==> src/rtl/tcc_pkg.sv <==
// Shared types, codes and helpers of the terminal cursor controller.
// No dependencies; every other file but tcc_if imports this package.
package tcc_pkg;

    // Input command codes
    typedef enum logic [2:0] {
        MODE_PRINT = 3'd0,
        MODE_LF    = 3'd1,
        MODE_CR    = 3'd2,
        MODE_NEL   = 3'd3,
        MODE_ED    = 3'd4,
        MODE_EL    = 3'd5
    } mode_t;

    // Erase selectors
    localparam logic [7:0] ERASE_TO_END   = 8'd0;
    localparam logic [7:0] ERASE_TO_START = 8'd1;
    localparam logic [7:0] ERASE_ALL      = 8'd2;

    // Screen-store command codes
    typedef enum logic [2:0] {
        CMD_NONE   = 3'd0,
        CMD_GLYPH  = 3'd1,
        CMD_SCROLL = 3'd2,
        CMD_SEG    = 3'd3,
        CMD_RANGE  = 3'd4,
        CMD_FULL   = 3'd5
    } cmd_t;

    // Configuration register indexes
    typedef enum logic [0:0] {
        REG_AUTOWRAP = 1'b0,
        REG_NEWLINE  = 1'b1
    } cfg_idx_t;

    // Decoded operation kinds handed from front to back
    typedef enum logic [3:0] {
        OP_NOP,
        OP_PRINT,
        OP_NEWROW,
        OP_CR,
        OP_ED_END,
        OP_ED_START,
        OP_ED_ALL,
        OP_EL_END,
        OP_EL_START,
        OP_EL_ALL
    } op_t;

    // Sequencer steps inside one operation
    typedef enum logic [1:0] {
        STEP_A,
        STEP_A_SCROLL,
        STEP_B,
        STEP_B_SCROLL
    } step_t;

    typedef struct packed {
        op_t        kind;
        logic       caret;   // control char: '^' then the mapped glyph
        logic       home;    // row advance also returns to column 0
        logic [7:0] glyph;   // final glyph (already mapped for caret form)
        logic [7:0] attr;
    } op_rec_t;

    typedef struct packed {
        cmd_t       cmd;
        logic [4:0] row_first;
        logic [4:0] row_last;
        logic [6:0] col_first;
        logic [6:0] col_last;
        logic [7:0] glyph;
        logic [7:0] glyph_attr;
        logic [4:0] cursor_row_out;
        logic [6:0] cursor_col_out;
        logic       last;
    } res_t;

    localparam logic [7:0] CARET_CHAR = 8'h5E;  // '^'
    localparam logic [7:0] CARET_BASE = 8'h40;  // '@'
    localparam logic [7:0] CTRL_LIMIT = 8'd32;

    localparam int QUEUE_DEPTH = 2;

    // Result fields keep the low bits of a row or column
    function automatic logic [4:0] row_fld(logic [7:0] v);
        return v[4:0];
    endfunction

    function automatic logic [6:0] col_fld(logic [7:0] v);
        return v[6:0];
    endfunction

endpackage

==> src/rtl/tcc_if.sv <==
// Valid/ready channel interfaces: command input, screen command output, config write.
// No dependencies.

interface tcc_in_if;
    logic       valid;
    logic       ready;
    logic [2:0] mode;
    logic [7:0] char_code;
    logic [7:0] erase_sel;
    logic [7:0] char_attr;

    modport source (output valid, mode, char_code, erase_sel, char_attr, input ready);
    modport sink   (input valid, mode, char_code, erase_sel, char_attr, output ready);
endinterface

interface tcc_out_if;
    logic       valid;
    logic       ready;
    logic [2:0] cmd;
    logic [4:0] row_first;
    logic [4:0] row_last;
    logic [6:0] col_first;
    logic [6:0] col_last;
    logic [7:0] glyph;
    logic [7:0] glyph_attr;
    logic [4:0] cursor_row_out;
    logic [6:0] cursor_col_out;
    logic       last;

    modport source (output valid, cmd, row_first, row_last, col_first, col_last, glyph,
                    glyph_attr, cursor_row_out, cursor_col_out, last, input ready);
    modport sink   (input valid, cmd, row_first, row_last, col_first, col_last, glyph,
                    glyph_attr, cursor_row_out, cursor_col_out, last, output ready);
endinterface

interface tcc_cfg_if;
    logic       valid;
    logic       ready;
    logic [0:0] index;
    logic [0:0] data;

    modport source (output valid, index, data, input ready);
    modport sink   (input valid, index, data, output ready);
endinterface

==> src/rtl/tcc_queue.sv <==
// Short FIFO of decoded operations between front and back.
// Depends on tcc_pkg.
module tcc_queue (
    input  logic             clk,
    input  logic             rst_n,
    input  logic             push,
    input  tcc_pkg::op_rec_t push_data,
    output logic             full,
    input  logic             pop,
    output tcc_pkg::op_rec_t pop_data,
    output logic             not_empty
);
    import tcc_pkg::*;

    localparam int PTR_W = (QUEUE_DEPTH > 1) ? $clog2(QUEUE_DEPTH) : 1;
    localparam int CNT_W = $clog2(QUEUE_DEPTH + 1);

    op_rec_t            mem_reg [QUEUE_DEPTH];
    logic [PTR_W-1:0]   wr_ptr_reg, wr_ptr_next;
    logic [PTR_W-1:0]   rd_ptr_reg, rd_ptr_next;
    logic [CNT_W-1:0]   count_reg, count_next;
    logic               do_push, do_pop;

    assign full      = (count_reg == CNT_W'(QUEUE_DEPTH));
    assign not_empty = (count_reg != '0);
    assign do_push   = push && !full;
    assign do_pop    = pop && not_empty;
    assign pop_data  = mem_reg[rd_ptr_reg];

    always_comb
    begin
        wr_ptr_next = wr_ptr_reg;
        rd_ptr_next = rd_ptr_reg;
        count_next  = count_reg;
        if (do_push)
        begin
            wr_ptr_next = (wr_ptr_reg == PTR_W'(QUEUE_DEPTH - 1)) ? '0 : wr_ptr_reg + 1'b1;
        end
        if (do_pop)
        begin
            rd_ptr_next = (rd_ptr_reg == PTR_W'(QUEUE_DEPTH - 1)) ? '0 : rd_ptr_reg + 1'b1;
        end
        if (do_push && !do_pop)
        begin
            count_next = count_reg + 1'b1;
        end
        else if (do_pop && !do_push)
        begin
            count_next = count_reg - 1'b1;
        end
    end

    always_ff @(posedge clk or negedge rst_n)
    begin
        if (!rst_n)
        begin
            wr_ptr_reg <= '0;
            rd_ptr_reg <= '0;
            count_reg  <= '0;
        end
        else
        begin
            wr_ptr_reg <= wr_ptr_next;
            rd_ptr_reg <= rd_ptr_next;
            count_reg  <= count_next;
        end
    end

    always_ff @(posedge clk)
    begin
        if (do_push)
        begin
            mem_reg[wr_ptr_reg] <= push_data;
        end
    end

endmodule

==> src/rtl/tcc_front.sv <==
// Front end: takes command transactions and classifies them into operations.
// Depends on tcc_pkg, tcc_if and tcc_queue.
module tcc_front (
    input  logic             clk,
    input  logic             rst_n,
    input  logic             newline_mode,
    tcc_in_if.sink           req,
    input  logic             pop,
    output tcc_pkg::op_rec_t pop_data,
    output logic             not_empty
);
    import tcc_pkg::*;

    op_rec_t op;
    logic    q_full;

    always_comb
    begin
        op       = '0;
        op.kind  = OP_NOP;
        op.glyph = req.char_code;
        op.attr  = req.char_attr;
        case (req.mode)
            MODE_PRINT:
            begin
                op.kind = OP_PRINT;
                if (req.char_code < CTRL_LIMIT)
                begin
                    op.caret = 1'b1;
                    op.glyph = CARET_BASE + req.char_code;
                end
            end
            MODE_LF:
            begin
                op.kind = OP_NEWROW;
                op.home = newline_mode;
            end
            MODE_CR:  op.kind = OP_CR;
            MODE_NEL:
            begin
                op.kind = OP_NEWROW;
                op.home = 1'b1;
            end
            MODE_ED:
            begin
                case (req.erase_sel)
                    ERASE_TO_END:   op.kind = OP_ED_END;
                    ERASE_TO_START: op.kind = OP_ED_START;
                    ERASE_ALL:      op.kind = OP_ED_ALL;
                    default:        op.kind = OP_NOP;
                endcase
            end
            MODE_EL:
            begin
                case (req.erase_sel)
                    ERASE_TO_END:   op.kind = OP_EL_END;
                    ERASE_TO_START: op.kind = OP_EL_START;
                    ERASE_ALL:      op.kind = OP_EL_ALL;
                    default:        op.kind = OP_NOP;
                endcase
            end
            default:  op.kind = OP_NOP;
        endcase
    end

    assign req.ready = !q_full;

    tcc_queue u_queue (
        .clk       (clk),
        .rst_n     (rst_n),
        .push      (req.valid),
        .push_data (op),
        .full      (q_full),
        .pop       (pop),
        .pop_data  (pop_data),
        .not_empty (not_empty)
    );

endmodule

==> src/rtl/tcc_back.sv <==
// Back end: owns the cursor and sequences each operation into screen commands.
// Depends on tcc_pkg and tcc_if.
module tcc_back #(
    parameter int SCREEN_COLUMNS = 80,
    parameter int SCREEN_ROWS    = 24
) (
    input  logic             clk,
    input  logic             rst_n,
    input  logic             autowrap,
    input  logic             q_valid,
    input  tcc_pkg::op_rec_t q_op,
    output logic             q_pop,
    tcc_out_if.source        rsp
);
    import tcc_pkg::*;

    localparam int RW = $clog2(SCREEN_ROWS);
    localparam int CW = $clog2(SCREEN_COLUMNS);
    localparam logic [RW-1:0] LAST_ROW = RW'(SCREEN_ROWS - 1);
    localparam logic [CW-1:0] LAST_COL = CW'(SCREEN_COLUMNS - 1);

    logic            act_reg;
    step_t           step_reg, step_next;
    op_rec_t         op_reg;
    logic [RW-1:0]   row_reg, row_next;
    logic [CW-1:0]   col_reg, col_next;
    logic            out_valid_reg;
    res_t            res_reg, res;
    logic            res_last;
    logic            fire;
    logic            at_right, at_bottom, glyph_scroll, scroll_step;
    logic [7:0]      glyph_sel;

    assign at_right     = (col_reg == LAST_COL);
    assign at_bottom    = (row_reg == LAST_ROW);
    assign glyph_scroll = autowrap && at_right && at_bottom;
    assign scroll_step  = (step_reg == STEP_A_SCROLL) || (step_reg == STEP_B_SCROLL);
    assign glyph_sel    = (op_reg.caret && step_reg == STEP_A) ? CARET_CHAR : op_reg.glyph;

    assign fire  = act_reg && (!out_valid_reg || rsp.ready);
    assign q_pop = q_valid && (!act_reg || (fire && res_last));

    // Result and cursor update for the current step
    always_comb
    begin
        res      = '0;
        res.cmd  = CMD_NONE;
        row_next = row_reg;
        col_next = col_reg;
        case (op_reg.kind)
            OP_PRINT:
            begin
                if (scroll_step)
                begin
                    res.cmd = CMD_SCROLL;
                end
                else
                begin
                    res.cmd        = CMD_GLYPH;
                    res.row_first  = row_fld(8'(row_reg));
                    res.col_first  = col_fld(8'(col_reg));
                    res.glyph      = glyph_sel;
                    res.glyph_attr = op_reg.attr;
                    if (!at_right)
                    begin
                        col_next = col_reg + CW'(1);
                    end
                    else if (autowrap)
                    begin
                        col_next = '0;
                        if (!at_bottom)
                        begin
                            row_next = row_reg + RW'(1);
                        end
                    end
                end
            end
            OP_NEWROW:
            begin
                res.cmd = at_bottom ? CMD_SCROLL : CMD_NONE;
                if (!at_bottom)
                begin
                    row_next = row_reg + RW'(1);
                end
                if (op_reg.home)
                begin
                    col_next = '0;
                end
            end
            OP_CR:
            begin
                col_next = '0;
            end
            OP_ED_END:
            begin
                if (step_reg == STEP_A)
                begin
                    res.cmd       = CMD_SEG;
                    res.row_first = row_fld(8'(row_reg));
                    res.col_first = col_fld(8'(col_reg));
                    res.col_last  = col_fld(8'(LAST_COL));
                end
                else
                begin
                    res.cmd       = CMD_RANGE;
                    res.row_first = row_fld(8'(row_reg + RW'(1)));
                    res.row_last  = row_fld(8'(LAST_ROW));
                end
            end
            OP_ED_START:
            begin
                // rows above first, then the segment up to the cursor
                if (step_reg == STEP_A && row_reg != '0)
                begin
                    res.cmd      = CMD_RANGE;
                    res.row_last = row_fld(8'(row_reg - RW'(1)));
                end
                else
                begin
                    res.cmd       = CMD_SEG;
                    res.row_first = row_fld(8'(row_reg));
                    res.col_last  = col_fld(8'(col_reg));
                end
            end
            OP_ED_ALL:
            begin
                res.cmd  = CMD_FULL;
                row_next = '0;
                col_next = '0;
            end
            OP_EL_END:
            begin
                res.cmd       = CMD_SEG;
                res.row_first = row_fld(8'(row_reg));
                res.col_first = col_fld(8'(col_reg));
                res.col_last  = col_fld(8'(LAST_COL));
            end
            OP_EL_START:
            begin
                res.cmd       = CMD_SEG;
                res.row_first = row_fld(8'(row_reg));
                res.col_last  = col_fld(8'(col_reg));
            end
            OP_EL_ALL:
            begin
                res.cmd       = CMD_RANGE;
                res.row_first = row_fld(8'(row_reg));
                res.row_last  = row_fld(8'(row_reg));
            end
            default:
            begin
                res.cmd = CMD_NONE;
            end
        endcase
        res.cursor_row_out = row_fld(8'(row_next));
        res.cursor_col_out = col_fld(8'(col_next));
        res.last           = res_last;
    end

    // Step sequencing
    always_comb
    begin
        step_next = step_reg;
        res_last  = 1'b1;
        case (op_reg.kind)
            OP_PRINT:
            begin
                case (step_reg)
                    STEP_A:
                    begin
                        if (glyph_scroll)
                        begin
                            step_next = STEP_A_SCROLL;
                            res_last  = 1'b0;
                        end
                        else if (op_reg.caret)
                        begin
                            step_next = STEP_B;
                            res_last  = 1'b0;
                        end
                    end
                    STEP_A_SCROLL:
                    begin
                        if (op_reg.caret)
                        begin
                            step_next = STEP_B;
                            res_last  = 1'b0;
                        end
                    end
                    STEP_B:
                    begin
                        if (glyph_scroll)
                        begin
                            step_next = STEP_B_SCROLL;
                            res_last  = 1'b0;
                        end
                    end
                    default: res_last = 1'b1;
                endcase
            end
            OP_ED_END:
            begin
                if (step_reg == STEP_A && !at_bottom)
                begin
                    step_next = STEP_B;
                    res_last  = 1'b0;
                end
            end
            OP_ED_START:
            begin
                if (step_reg == STEP_A && row_reg != '0)
                begin
                    step_next = STEP_B;
                    res_last  = 1'b0;
                end
            end
            default: res_last = 1'b1;
        endcase
    end

    always_ff @(posedge clk or negedge rst_n)
    begin
        if (!rst_n)
        begin
            act_reg       <= 1'b0;
            step_reg      <= STEP_A;
            row_reg       <= '0;
            col_reg       <= '0;
            out_valid_reg <= 1'b0;
        end
        else
        begin
            if (fire)
            begin
                row_reg <= row_next;
                col_reg <= col_next;
            end
            if (q_pop)
            begin
                act_reg  <= 1'b1;
                step_reg <= STEP_A;
            end
            else if (fire)
            begin
                step_reg <= step_next;
                if (res_last)
                begin
                    act_reg <= 1'b0;
                end
            end
            if (fire)
            begin
                out_valid_reg <= 1'b1;
            end
            else if (rsp.ready)
            begin
                out_valid_reg <= 1'b0;
            end
        end
    end

    always_ff @(posedge clk)
    begin
        if (q_pop)
        begin
            op_reg <= q_op;
        end
        if (fire)
        begin
            res_reg <= res;
        end
    end

    assign rsp.valid          = out_valid_reg;
    assign rsp.cmd            = res_reg.cmd;
    assign rsp.row_first      = res_reg.row_first;
    assign rsp.row_last       = res_reg.row_last;
    assign rsp.col_first      = res_reg.col_first;
    assign rsp.col_last       = res_reg.col_last;
    assign rsp.glyph          = res_reg.glyph;
    assign rsp.glyph_attr     = res_reg.glyph_attr;
    assign rsp.cursor_row_out = res_reg.cursor_row_out;
    assign rsp.cursor_col_out = res_reg.cursor_col_out;
    assign rsp.last           = res_reg.last;

    // Cursor never leaves the screen
    a_cursor_on_screen: assert property (@(posedge clk) disable iff (!rst_n)
        (row_reg <= LAST_ROW) && (col_reg <= LAST_COL))
        else $error("cursor outside screen");

    // A scroll step only follows a wrap at the bottom-right corner; the cursor then sits bottom-left
    a_scroll_pos: assert property (@(posedge clk) disable iff (!rst_n)
        (act_reg && scroll_step) |-> (row_reg == LAST_ROW) && (col_reg == '0))
        else $error("scroll step with cursor off bottom-left");

    // Second glyph step only for caret-form prints
    a_second_glyph: assert property (@(posedge clk) disable iff (!rst_n)
        (act_reg && op_reg.kind == OP_PRINT && step_reg == STEP_B) |-> op_reg.caret)
        else $error("second glyph on plain print");

    // Finishing an operation with work queued picks it up without a gap
    a_no_bubble: assert property (@(posedge clk) disable iff (!rst_n)
        (fire && res_last && q_valid) |=> act_reg)
        else $error("back end idled with work queued");

endmodule

==> src/rtl/terminal_cursor_controller.sv <==
// Path: a command transaction is written into the queue, then into the back end's
// operation register; each of its screen commands is registered in the output stage.
// Throughput: one screen command per cycle while rsp does not stall; an item gives
// one command up to three (caret print with a wrap-scroll), set by the back-end sequencer.
// Reset: cursor home (0,0), autowrap on, newline mode off, queue and output empty.
// Depends on tcc_pkg, tcc_if, tcc_front, tcc_queue and tcc_back.
module terminal_cursor_controller #(
    parameter int SCREEN_COLUMNS = 80,
    parameter int SCREEN_ROWS    = 24
) (
    input  logic       clk,
    input  logic       rst_n,
    tcc_in_if.sink     req,
    tcc_out_if.source  rsp,
    tcc_cfg_if.sink    cfg
);
    import tcc_pkg::*;

    // Mode registers; the user must write them only while the block is idle (not enforced here)
    logic    autowrap_reg, autowrap_next;
    logic    newline_reg, newline_next;

    // Front-to-back handoff
    logic    q_pop;
    logic    q_valid;
    op_rec_t q_op;

    // Config port never stalls
    assign cfg.ready = 1'b1;

    always_comb
    begin
        autowrap_next = autowrap_reg;
        newline_next  = newline_reg;
        if (cfg.valid)
        begin
            case (cfg.index)
                REG_AUTOWRAP: autowrap_next = cfg.data[0];
                REG_NEWLINE:  newline_next  = cfg.data[0];
                default:      autowrap_next = autowrap_reg;
            endcase
        end
    end

    always_ff @(posedge clk or negedge rst_n)
    begin
        if (!rst_n)
        begin
            autowrap_reg <= 1'b1;
            newline_reg  <= 1'b0;
        end
        else
        begin
            autowrap_reg <= autowrap_next;
            newline_reg  <= newline_next;
        end
    end

    // Front: decode each transaction (caret mapping, erase selector, newline
    // mode) and park it in a short queue so input and output stall apart.
    tcc_front u_front (
        .clk          (clk),
        .rst_n        (rst_n),
        .newline_mode (newline_reg),
        .req          (req),
        .pop          (q_pop),
        .pop_data     (q_op),
        .not_empty    (q_valid)
    );

    // Back: cursor state plus a small step sequencer that emits one screen command
    // per cycle, unless the output stalls, into a registered output stage.
    tcc_back #(
        .SCREEN_COLUMNS (SCREEN_COLUMNS),
        .SCREEN_ROWS    (SCREEN_ROWS)
    ) u_back (
        .clk      (clk),
        .rst_n    (rst_n),
        .autowrap (autowrap_reg),
        .q_valid  (q_valid),
        .q_op     (q_op),
        .q_pop    (q_pop),
        .rsp      (rsp)
    );

endmodule

==> src/flat_wrapper.sv <==
// flat-port wrapper written by rule: the top's interface ports become plain ports
module terminal_cursor_controller_flat import tcc_pkg::*;
#(
    parameter int SCREEN_COLUMNS = 80,
    parameter int SCREEN_ROWS    = 24
)
  (clk, rst_n, req_valid, req_mode, req_char_code, req_erase_sel, req_char_attr, req_ready, rsp_valid, rsp_cmd, rsp_row_first, rsp_row_last, rsp_col_first, rsp_col_last, rsp_glyph, rsp_glyph_attr, rsp_cursor_row_out, rsp_cursor_col_out, rsp_last, rsp_ready, cfg_valid, cfg_index, cfg_data, cfg_ready);
  tcc_in_if req_i ();
  tcc_out_if rsp_i ();
  tcc_cfg_if cfg_i ();
  input  logic clk;
  input  logic rst_n;
  input wire logic [$bits(req_i.valid)-1:0] req_valid;
  input wire logic [$bits(req_i.mode)-1:0] req_mode;
  input wire logic [$bits(req_i.char_code)-1:0] req_char_code;
  input wire logic [$bits(req_i.erase_sel)-1:0] req_erase_sel;
  input wire logic [$bits(req_i.char_attr)-1:0] req_char_attr;
  output wire logic [$bits(req_i.ready)-1:0] req_ready;
  output wire logic [$bits(rsp_i.valid)-1:0] rsp_valid;
  output wire logic [$bits(rsp_i.cmd)-1:0] rsp_cmd;
  output wire logic [$bits(rsp_i.row_first)-1:0] rsp_row_first;
  output wire logic [$bits(rsp_i.row_last)-1:0] rsp_row_last;
  output wire logic [$bits(rsp_i.col_first)-1:0] rsp_col_first;
  output wire logic [$bits(rsp_i.col_last)-1:0] rsp_col_last;
  output wire logic [$bits(rsp_i.glyph)-1:0] rsp_glyph;
  output wire logic [$bits(rsp_i.glyph_attr)-1:0] rsp_glyph_attr;
  output wire logic [$bits(rsp_i.cursor_row_out)-1:0] rsp_cursor_row_out;
  output wire logic [$bits(rsp_i.cursor_col_out)-1:0] rsp_cursor_col_out;
  output wire logic [$bits(rsp_i.last)-1:0] rsp_last;
  input wire logic [$bits(rsp_i.ready)-1:0] rsp_ready;
  input wire logic [$bits(cfg_i.valid)-1:0] cfg_valid;
  input wire logic [$bits(cfg_i.index)-1:0] cfg_index;
  input wire logic [$bits(cfg_i.data)-1:0] cfg_data;
  output wire logic [$bits(cfg_i.ready)-1:0] cfg_ready;
  assign req_i.valid = req_valid;
  assign req_i.mode = req_mode;
  assign req_i.char_code = req_char_code;
  assign req_i.erase_sel = req_erase_sel;
  assign req_i.char_attr = req_char_attr;
  assign req_ready = req_i.ready;
  assign rsp_valid = rsp_i.valid;
  assign rsp_cmd = rsp_i.cmd;
  assign rsp_row_first = rsp_i.row_first;
  assign rsp_row_last = rsp_i.row_last;
  assign rsp_col_first = rsp_i.col_first;
  assign rsp_col_last = rsp_i.col_last;
  assign rsp_glyph = rsp_i.glyph;
  assign rsp_glyph_attr = rsp_i.glyph_attr;
  assign rsp_cursor_row_out = rsp_i.cursor_row_out;
  assign rsp_cursor_col_out = rsp_i.cursor_col_out;
  assign rsp_last = rsp_i.last;
  assign rsp_i.ready = rsp_ready;
  assign cfg_i.valid = cfg_valid;
  assign cfg_i.index = cfg_index;
  assign cfg_i.data = cfg_data;
  assign cfg_ready = cfg_i.ready;
  terminal_cursor_controller #(.SCREEN_COLUMNS(SCREEN_COLUMNS), .SCREEN_ROWS(SCREEN_ROWS)) u_core (.clk(clk), .rst_n(rst_n), .req(req_i), .rsp(rsp_i), .cfg(cfg_i));
endmodule
==> config.mk <==
export PLATFORM = sky130hd
export DESIGN_NAME = terminal_cursor_controller_flat
export DESIGN_NICKNAME = d
export VERILOG_FILES = /design/src/rtl/tcc_pkg.sv /design/src/rtl/tcc_if.sv /design/src/rtl/tcc_queue.sv /design/src/rtl/tcc_front.sv /design/src/rtl/tcc_back.sv /design/src/rtl/terminal_cursor_controller.sv /design/src/flat_wrapper.sv
export SDC_FILE = /design/constraint.sdc
export NUM_CORES = 1
export LEC_CHECK = 0
export BUFFER_PORTS_ARGS = -buffer_cell sky130_fd_sc_hd__buf_2
export CORE_ASPECT_RATIO = 0.6
export CORE_MARGIN = 3
export CORE_UTILIZATION = 45
export DETAILED_ROUTE_END_ITERATION = 8
export PLACE_DENSITY = 0.65
export SKIP_CTS_REPAIR_TIMING = 1
export SYNTH_ARGS = -nofsm -noshare
export SYNTH_HDL_FRONTEND = slang
export SYNTH_HIERARCHICAL = 1
export SYNTH_SLANG_ARGS = --single-unit
==> constraint.sdc <==
create_clock -name clk -period 8.2 [get_ports clk]
set_input_delay 1.64 -clock clk [delete_from_list [all_inputs] [get_ports clk]]
set_output_delay 1.64 -clock clk [all_outputs]
set_load 0.01 [all_outputs]
* Yosys cells after proc, flatten, opt, wreduce, memory -nomap -nowiden
Memory sizes are Yosys's and may differ from the RTL's. A register that Yosys moved wholly into a read port is not among the register bits.
Cells that the tools add are included.
** Cells by class
- Equality and inequality tests :: 26
- Reduce and logical (&&, ||, !) cells :: 41
- Mux-type cells :: 62
- Magnitude comparators :: 1
- $add $sub $neg :: 9
- Bitwise operators :: 2
** Operators with widths (number)
- 7-bit 2-to-1 mux :: 7
- 7-bit case mux with 3 select lines :: 2
- 5-bit 2-to-1 mux :: 8
- 5-bit case mux with 3 select lines :: 2
- 7-bit case mux with 4 select lines :: 1
- 8-bit 2-to-1 mux :: 3
- 2-bit 2-to-1 mux :: 11
- 3-bit case mux with 7 select lines :: 1
- 4-bit case mux with 5 select lines :: 1
- 5-bit case mux with 4 select lines :: 1
- 4-bit by 3-bit equality test with 1-bit output, second input constant :: 4
- 1-bit 2-to-1 mux :: 16
- 14-bit 2-to-1 mux :: 1
- 1-bit logical AND :: 12
- 2-bit case mux with 3 select lines :: 2
- 4-bit case mux with 3 select lines :: 1
- 5-bit by 1-bit adder with 5-bit output, second input constant :: 2
- 2-bit nonzero test :: 5
- 3-bit case mux with 3 select lines :: 1
- 7-bit by 8-bit adder with 8-bit output, first input constant :: 1
- 4-bit by 2-bit equality test with 1-bit output, second input constant :: 2
- 4-bit equality test, second input constant :: 2
- 8-bit by 1-bit equality test with 1-bit output, second input constant :: 1
- 8-bit by 2-bit equality test with 1-bit output, second input constant :: 1
- other kinds (32) :: 53
** Word-level totals
- Bits in registers :: 78
- Memories kept :: 1
- Bits in writable memories :: 44
- Logic and storage cells :: 163
- Output and inout port bits :: 59
- Input bits :: 34
** Memory list
- u_core.u_front.u_queue.mem_reg :: depth 2, width 22, read ports 1, clocked after memory_dff 1, wr ports 1, RTL line tcc_queue.sv:18 : op_rec_t mem_reg [QUEUE_DEPTH];

* Depth between registers and ports, before layout
Gate-level depths: netlist of the first run.
- Depth after elaboration :: 13
- Depth in mapped cells :: 13
- Gate-level depth less buffers :: 12

* Cells and area by module
The synthesis of the first run kept the hierarchy.
** By module, submodules not included
- tcc_back :: cells each 372, seq. area each 2742.6 µm², times used 1, area each 4401.7 µm²
- tcc_queue :: cells each 87, seq. area each 1421.4 µm², times used 1, area each 1791.7 µm²
- tcc_front :: cells each 27, seq. area each 0.0 µm², times used 1, area each 196.4 µm²
- terminal_cursor_controller :: cells each 8, seq. area each 51.3 µm², times used 1, area each 98.8 µm²

* Least setup slack after synthesis of the first run
Ideal clock, no wire load.
- Path type :: in2reg
- Start :: input rsp_ready
- End :: register u_core.u_front.u_queue.count_reg[1]
- Cell stages on the path :: 8
- Required time :: 8.121 ns
- Library setup time :: 0.079 ns
- Arrival :: 3.835 ns
- Slack :: 4.285 ns
- Buffers on the path :: 0
- Cell sequence :: nand2b_1 -> o21ai_1 -> a21boi_1 -> nand2_2 -> ha_1 -> xor2_1 -> nor2_1 -> xor2_1
** On the way
- Longest elaborated chain between the ends :: 9
- Elaborated cells on any way between the ends :: 11
- Classes of those cells :: 1 x mux; 10 x reduce/logical
** RTL lines
- start: declaration :: RTL line flat_wrapper.sv:30 : input wire logic [$bits(rsp_i.ready)-1:0] rsp_ready;
- 1-bit logical OR * :: RTL line tcc_back.sv:40 : assign fire = act_reg && (!out_valid_reg || rsp.ready);
- 1-bit logical AND * :: RTL line tcc_back.sv:40
- 1-bit logical AND * :: RTL line tcc_back.sv:41 : assign q_pop = q_valid && (!act_reg || (fire && res_last));
- 1-bit logical OR * :: RTL line tcc_back.sv:41
- 1-bit logical AND * :: RTL line tcc_back.sv:41
- net u_core.q_pop :: RTL line terminal_cursor_controller.sv:24 : logic q_pop;
- 1-bit logical AND * :: RTL line tcc_queue.sv:27 : assign do_pop = pop && not_empty;
- 1-bit logical NOT :: RTL line tcc_queue.sv:43 : if (do_push && !do_pop)
- 1-bit logical AND :: RTL line tcc_queue.sv:43
- 2-bit 2-to-1 mux / 2-bit nonzero test (equally long branches)
- end signal: assignment :: RTL line tcc_queue.sv:65 : count_reg <= count_next;
- end: declaration :: RTL line tcc_queue.sv:21 : logic [CNT_W-1:0] count_reg, count_next;
The timed path passes the listed nets; every way through them passes the cells marked *.
A chain may end at the register's enable or synchronous reset.

* Worst setup path after layout of the first run
- Start :: input rsp_ready
- End :: register u_core.u_back.col_reg[4]
** On the way
- Longest elaborated chain between the ends :: 2
** RTL lines
- 1-bit logical OR :: RTL line tcc_back.sv:40
- 1-bit logical AND :: RTL line tcc_back.sv:40
- net u_core.u_back.fire :: RTL line tcc_back.sv:30 : logic fire;
- end signal: assignment :: RTL line tcc_back.sv:236 : col_reg <= col_next;
- end: declaration :: RTL line tcc_back.sv:26 : logic [CW-1:0] col_reg, col_next;
The timed path passes the listed nets, and every way through them passes these cells.

==> out/qor.yml, run 1 <==
status: "complete, no violations"
clk_path_buf_depth: 2
switching_share_pct: 33.85
ys_types: 70
reg2reg_slack_ps: 4930
worstPathRequired_ps: 8490
root_buffer: "clkbuf_16"
worst-setup-path-type: "in2reg"
combPwrFrac_pct: 29.2
grt_max_degree: 55
slew_viol_final: 0
tns_ps: 0
synth_edf_count: 122
fp.dieArea_um2: 15940
grt-ovfl-total: 0
critPathLaunch: "rsp_ready"
largest_reg_flops: 44
drive_gt1_share_pct: 28.36
port_buffers: 91
powerDensity_nw_per_um2: 376.3
ys_ff_latch: 144
cts_tree: "built"
drt_first_pass_iters: 5
timing.rr.start: "u_core/u_back/row_reg[0]"
fin_skew_ps: 10.05
start_util_pct: 46.77
hp-class: "reg2reg"
vias: 4273
arrival_ps: 3590
die_h_um: 99.02
synth_seq_area_share_pct: 64.96
reg2reg_depth: 11
drc: 0
drt_iter0_drc: 304
placementRows: 33
async_flop_share_pct: 15.28
io_pins: 93
drt-total-wl_um: 13680
final_common_cell: "edfxtp_1"
ant_nets: 0
leakage_nw: 3.047
diodes: 0
p_int_mw: 1.906
rsz0062_at_grt: "false"
hpwl_um: 9282
core-area_um2: 13870
crit_slowest_cell: "buf_4"
clock_sinks: 144
synth_flop_cell: "edfxtp_1"
final_cell_mix: "122 x edfxtp_1, 91 x buf_2, 34 x nand2_1, 34 x nor2_1, 26 x mux2_2"
switchingPower_mw: 0.9753
wl_per_cell_um: 17.36
peakVddDrop_uv: 168.5
gp_congestion: 0.8947
clk_pin_slew_ps: 60
max_cap_viol_count: 0
grt_use_total_pct: 17.58
clock_latency_ps: 410
worstSetupEndpoint: "u_core/u_back/col_reg[4]"
cts_buffers: 17
worst_pin_slew_ps: 1234
yosys.area.top_type: "edfxtp_1"
viasPerCell: 5.423
antenna_found_initial: 0
p_clk_share_pct: 25.3
crit_path_max_incr_delay_ps: 590
synth_nets: 540
finalCriticalPeriod_ps: 3298
final_net_count: 629
timing.fmax_mhz: 303.2
max_slew_margin_pct: 17.63
cp-start-kind: "input pin"
syn_inst: 494
crit_chain: "buf_2, nand2b_1, nand2_1, inv_2, buf_4, mux2_2"
finalSetupViolations: 0
synth.top_cell.area_share_pct: 56.46
finalPower_mw: 2.882
synth_warnings: 6
final_hold_viol_count: 0
die_w_um: 161.0
yosys-top-cells-area: "edfxtp_1 56%, dfrtp_1 8.1%, mux2_2 4.5%"
endpoint_kind: "flip-flop"
power_frac_seq_pct: 45.6
grt_pass1_wl_um: 21850
r2r_end: "u_core/u_front/u_queue/count_reg[1]"
h-tree-depth: 4
fin_crit_sh_pct: 40.22
crit_fanout: 54
synth_area_per_cell_um2: 13.14
syn2layout_area_growth_pct: 18.01
first_global_vias: 4203
syn_area_um2: 6489
power by group through the flow:
| stage | Sequential (mW) | Combinational, mW | Clock (mW) |
|---|---|---|---|
| after floorplan | 1.29 | 0.567 | 0 |
| after global placement | 1.31 | 0.820 | 0 |
| after detailed placement | 1.33 | 0.839 | 0 |
| after CTS | 1.32 | 0.846 | 0.741 |
| after global routing | 1.35 | 0.926 | 0.774 |
| final | 1.31 | 0.840 | 0.728 |
per-stage QoR:
step | hold slack [ps] | instances | area (um2) | utilization (%) | setup slack (ps)
after global placement | 474.4 | 756 | 7096 | 51.15 | 4559
after CTS | 494.7 | 788 | 7657 | 55.19 | 4892
after detailed placement | 485.4 | 756 | 7096 | 51.15 | 4469
after floorplan | 456.4 | 494 | 6489 | - | 4285
final | 489.0 | 788 | 7657 | 55.19 | 4902
after global routing | 525.9 | 788 | 7657 | 55.19 | 4695
kinds of logic after synthesis:
family | after synthesis | share of synthesized area, %
DFF | 144 | 64.96
adders and majority gates | 13 | 2.468
buffers and inverters | 46 | 3.085
and+or+nand+nor | 154 | 13.09
AOI/OAI and AO/OA | 99 | 10.10
muxes | 30 | 5.283
xor gates and xnor gates | 7 | 0.9449
other | 1 | 0.05779
cell type report:
cell class	count	area, um2
sequential	144	4215
inverter	22	82.58
multi-input combinational	304	2079
timing repair buffer	94	478.0
clock inverter	9	83.83
tap	192	240.2
clock buffer	23	478.0
fill	1146	6216
Yosys cell counts (9+ instances only):
library cell  count
a21oi_1          14
o21ai_0           9
ha_1             12
edfxtp_1        122
and2_1            9
a31oi_1           9
o21ai_1          21
nor3_1           11
nor2_1           35
clkbuf_1         14
dfrtp_1          21
inv_1            21
nand2_1          34
mux2_2           26
and3_1           14
nand2b_1         10
critical path, delay by kind of cell:
family / cells / cell delay [ps]
buffers and inverters: 3 / 1020
multiplexers: 1 / 410
AND/OR/NAND/NOR: 2 / 480
how the worst min path moves through the flow:
stage	from	cells past startpoint	end
after floorplan	u_core/u_front/u_queue/count_reg[1]	1	u_core/u_front/u_queue/count_reg[1]
after CTS	u_core/u_front/u_queue/count_reg[1]	1	u_core/u_front/u_queue/count_reg[1]
after global placement	u_core/u_front/u_queue/count_reg[1]	1	u_core/u_front/u_queue/count_reg[1]
final	u_core/u_front/u_queue/count_reg[1]	1	u_core/u_front/u_queue/count_reg[1]
after detailed placement	u_core/u_front/u_queue/count_reg[1]	1	u_core/u_front/u_queue/count_reg[1]
after global routing	u_core/u_front/u_queue/count_reg[1]	1	u_core/u_front/u_queue/count_reg[1]
routing by layer:
layer	part of all wire, %	GRT usage (%)
met2	44	24.88
met4	1.2	6.147
met5	0	0
met3	7.3	5.208
met1	48	25.86
(Power assumes the default switching activity.)
==> run 2: changes to the inputs <==
PLACE_DENSITY = 0.68   (was 0.65)
clock period = 2.72 ns   (was 8.2 ns; I/O delays follow)
==> run 2 against run 1 <==
Clock power rose to 3.6 times the previous value. Final area up 3.9%. Critical path type is now reg2reg. Via count up 0.70%. Largest cell class unchanged. Largest power group unchanged.
==> out/qor.yml, run 2 (synthesized netlist as in run 1, its figures left out) <==
max_slew_margin_pct: 58.62
diodes: 0
peakVddDrop_uv: 496.7
grt_util_met3_pct: 5.040
fin_crit_sh_pct: 93.03
endpoint_kind: "flip-flop"
worstPathRequired_ps: 3050
final_hold_viol_count: 0
final_common_cell: "edfxtp_1"
busiest_layer: "met2"
crit_fanout: 9
clock_latency_ps: 410
antenna_found_initial: 0
die_w_um: 161.0
max_cap_viol_count: 0
worst_pin_slew_ps: 620.6
h-tree-depth: 4
fp.dieArea_um2: 15940
clock_sinks: 144
hp-class: "in2async"
placementRows: 33
arrival_ps: 2860
drt-total-wl_um: 13460
wl_per_cell_um: 16.65
worst-setup-path-type: "reg2reg"
final_cell_mix: "122 x edfxtp_1, 91 x buf_2, 34 x nor2_1"
fin_ws_ps: 189.7
die_h_um: 99.02
place_ws_ps: 156.6
cts_buffers: 17
stdcell_count: 808
gp_congestion: 0.9076
rsz0062_at_grt: "false"
drt_iter0_drc: 302
grt_util_met2_pct: 26.21
final_net_count: 649
root_buffer: "clkbuf_16"
first_global_vias: 4168
clk_pin_slew_ps: 60
status: "complete, no violations"
fin_skew_ps: 5.888
drc: 0
reg2reg_depth: 12
grt_max_degree: 25
largest_reg_flops: 44
leakage_nw: 3.198
viasPerCell: 5.325
syn2layout_area_growth_pct: 22.56
final_area_um2: 7953
finalCriticalPeriod_ps: 2530
dpl.cell_count: 775
drt_first_pass_iters: 5
use_met1_pct: 25.52
drive_gt1_share_pct: 32.31
core-area_um2: 13870
clk_path_buf_depth: 2
whs_ps: 125.2
finalSetupViolations: 0
ant_nets: 0
cts_tree: "built"
cp-start-kind: "flip-flop"
vias: 4303
grt-ovfl-total: 0
port_buffers: 91
grt_use_total_pct: 17.54
placed_area_um2: 7268
powerDensity_nw_per_um2: 1169
tns_ps: 0
start_util_pct: 46.77
grt_pass1_wl_um: 21780
slew_viol_final: 0
io_pins: 93
timing.fmax_mhz: 395.2
hpwl_um: 9442
[run 2: final cells by class]
class / instances / area [um2]
clock buffer: 18 / 429.2
clock inverter: 14 / 235.2
fill: 1126 / 5921
inverter: 22 / 82.58
multi-input combinational: 304 / 2120
sequential: 144 / 4218
tap: 192 / 240.2
timing repair buffer: 114 / 628.1
[run 2: worst max-delay path, stage by stage (launching register included)]
cell,delay (ps)
dfrtp_2,460
inv_1,90
ha_1,150
or4b_4,480
nand2_2,120
a311o_1,220
o21ai_2,100
a21boi_4,150
nand2_2,100
ha_4,170
xor2_1,140
nor2_1,130
xor2_1,150
[run 2: final timing paths]
kind / to / start / slack, ps
worst max-delay path: u_core/u_front/u_queue/count_reg[1] / u_core/u_back/row_reg[1] / 190
worst min-delay path: u_core/newline_reg / rst_n / 130
worst max register to register: u_core/u_front/u_queue/count_reg[1] / u_core/u_back/row_reg[1] / 190
worst min register to register: u_core/u_front/u_queue/count_reg[1] / u_core/u_front/u_queue/count_reg[1] / 490
max in group asynchronous: u_core/u_back/step_reg[0] / rst_n / 2180
min in group clk: u_core/u_front/u_queue/mem_reg[0][8] / req_char_code[0] / 320
[run 2: power by group]
| part | switching, mW | internal [mW] | leakage [nW] |
|---|---|---|---|
| sequential | 0.376 | 3.42 | 1.47 |
| combinational | 1.75 | 1.15 | 1.41 |
| clock | 0.881 | 1.72 | 0.318 |
[run 2: through the flow]
step	util, %	power, mW
after floorplan	-	5.682
after global placement	52.39	6.633
after detailed placement	52.39	6.708
after CTS	57.18	9.334
after global routing	57.32	9.852
final	57.32	9.299
[run 2: metal layers]
layer	wire length [um]	up-vias
met5	0	-
met1	6532	2062
met3	885	7
met2	5962	169
met4	74	0
li1	-	2065
==> run 3: changes to the inputs <==
CORE_ASPECT_RATIO = unset   (was 0.6)
REMOVE_ABC_BUFFERS = 1   (was unset)
==> run 3 against run 2 <==
Clock skew is 0.98 ps lower. Routed wire length is 6.6% lower. Final cell count down 1.5%. Critical path depth is the same. Combinational power is 4% lower. Core utilization down 1.2 points. Worst setup slack improved by 21 ps.
==> out/qor.yml, run 3 (synthesized netlist as in run 1, its figures left out) <==
cp-start-kind: "flip-flop"
hpwl_um: 8769
antenna_found_initial: 0
io_pins: 93
rsz0062_at_grt: "false"
start_util_pct: 46.39
gp_congestion: 0.8575
final_cell_mix: "122 x edfxtp_1, 91 x buf_2, 34 x nand2_1, 34 x nor2_1, 26 x mux2_2"
grt-ovfl-total: 0
max_slew_margin_pct: 55.81
endpoint_kind: "flip-flop"
max_cap_viol_count: 0
worstPathRequired_ps: 3060
arrival_ps: 2850
grt_pass1_wl_um: 20780
final_hold_viol_count: 0
reg2reg_slack_ps: 210
peakVddDrop_uv: 486.6
worstSetupEndpoint: "u_core/u_front/u_queue/count_reg[1]"
cts_buffers: 17
core-area_um2: 13990
place_ws_ps: 143.8
worst_pin_slew_ps: 661.9
fin_ws_ps: 210.9
reg2reg_depth: 12
grt_use_total_pct: 16.71
diodes: 0
final_common_cell: "edfxtp_1"
cts_tree: "built"
finalSetupViolations: 0
syn2layout_area_growth_pct: 20.98
drt-total-wl_um: 12560
die_w_um: 126.1
fin_crit_sh_pct: 92.25
grt_max_degree: 29
tns_ps: 0
h-tree-depth: 4
fin_skew_ps: 4.913
placementRows: 43
timing.fmax_mhz: 398.6
clock_sinks: 144
leakage_nw: 3.159
crit_fanout: 4
ant_nets: 0
worst-setup-path-type: "reg2reg"
die_h_um: 126.1
drc: 0
status: "complete, no violations"
vias: 4195
r2r_end: "u_core/u_front/u_queue/count_reg[1]"
finalPower_mw: 8.919
clk_path_buf_depth: 2
root_buffer: "clkbuf_16"
largest_reg_flops: 44
timing.rr.start: "u_core/u_back/row_reg[0]"
clock_latency_ps: 420
finalCriticalPeriod_ps: 2509
final_util_pct: 56.12
wl_per_cell_um: 15.78
critPathLaunch: "u_core/u_back/row_reg[0]"
drt_iter0_drc: 348
final_net_count: 649
fp.dieArea_um2: 15900
viasPerCell: 5.270
hp-class: "in2async"
port_buffers: 91
drive_gt1_share_pct: 30.52
first_global_vias: 4177
slew_viol_final: 0
drt_first_pass_iters: 4
powerDensity_nw_per_um2: 1136
clk_pin_slew_ps: 60
## run 3: changes by cell type in the layout (fill, tap and decap cells not counted), sizes merged
cell    previous run  this run
bufinv             6         4
clkbuf            18        19
inv               24        22
clkinv             4         7
## run 3: worst max-delay path, stage by stage (launching register included)
cell and delay [ps]:
dfrtp_1 380, inv_1 80, ha_1 140, or4b_1 460, nand2_1 150, a311o_1 240
o21ai_1 120, a21boi_2 190, nand2_2 80, ha_1 190, xor2_1 140, nor2_1 110
xor2_1 150
## run 3: how the worst min path moves through the flow
stage | start | to | cells past startpoint
2_1_floorplan | rst_n | u_core/newline_reg | 0
3_3_place_gp | u_core/u_front/u_queue/count_reg[1] | u_core/u_front/u_queue/count_reg[1] | 1
3_5_place_dp | u_core/u_front/u_queue/count_reg[1] | u_core/u_front/u_queue/count_reg[1] | 1
4_1_cts | rst_n | u_core/u_back/col_reg[3] | 1
5_1_grt | rst_n | u_core/u_back/col_reg[4] | 1
6_report | rst_n | u_core/u_back/col_reg[3] | 1
## run 3: per-stage QoR
step / hold slack (ps) / cells / cell area (um2)
finish: 116.8 / 796 / 7850
global route: 134.5 / 796 / 7850
CTS: 114.2 / 795 / 7838
detailed placement: 476.2 / 763 / 7236
global placement: 478.8 / 763 / 7236
floorplan: 248.4 / 470 / 6371
## run 3: final cells by class
cell class                 instances  area, um2
clock buffer                      19      432.9
clock inverter                    13      168.9
sequential                       144       4215
fill                            1198       6138
multi-input combinational        304       2085
timing repair buffer             114      640.6
inverter                          22      82.58
tap                              180      225.2
## run 3: metal layers
layer | share of wire [%] | track usage, % | vias to the layer above
met5 | 0 | 0 | -
met4 | 2.0 | 7.192 | 0
met1 | 44 | 20.86 | 2009
met3 | 4.9 | 4.665 | 22
met2 | 49 | 27.39 | 104
li1 | - | - | 2060
## run 3: where the power goes
part	leakage (nW)	internal [mW]	total [mW]	switching, mW
sequential	1.47	3.42	3.78	0.356
clock	0.287	1.52	2.35	0.837
combinational	1.40	1.12	2.79	1.66
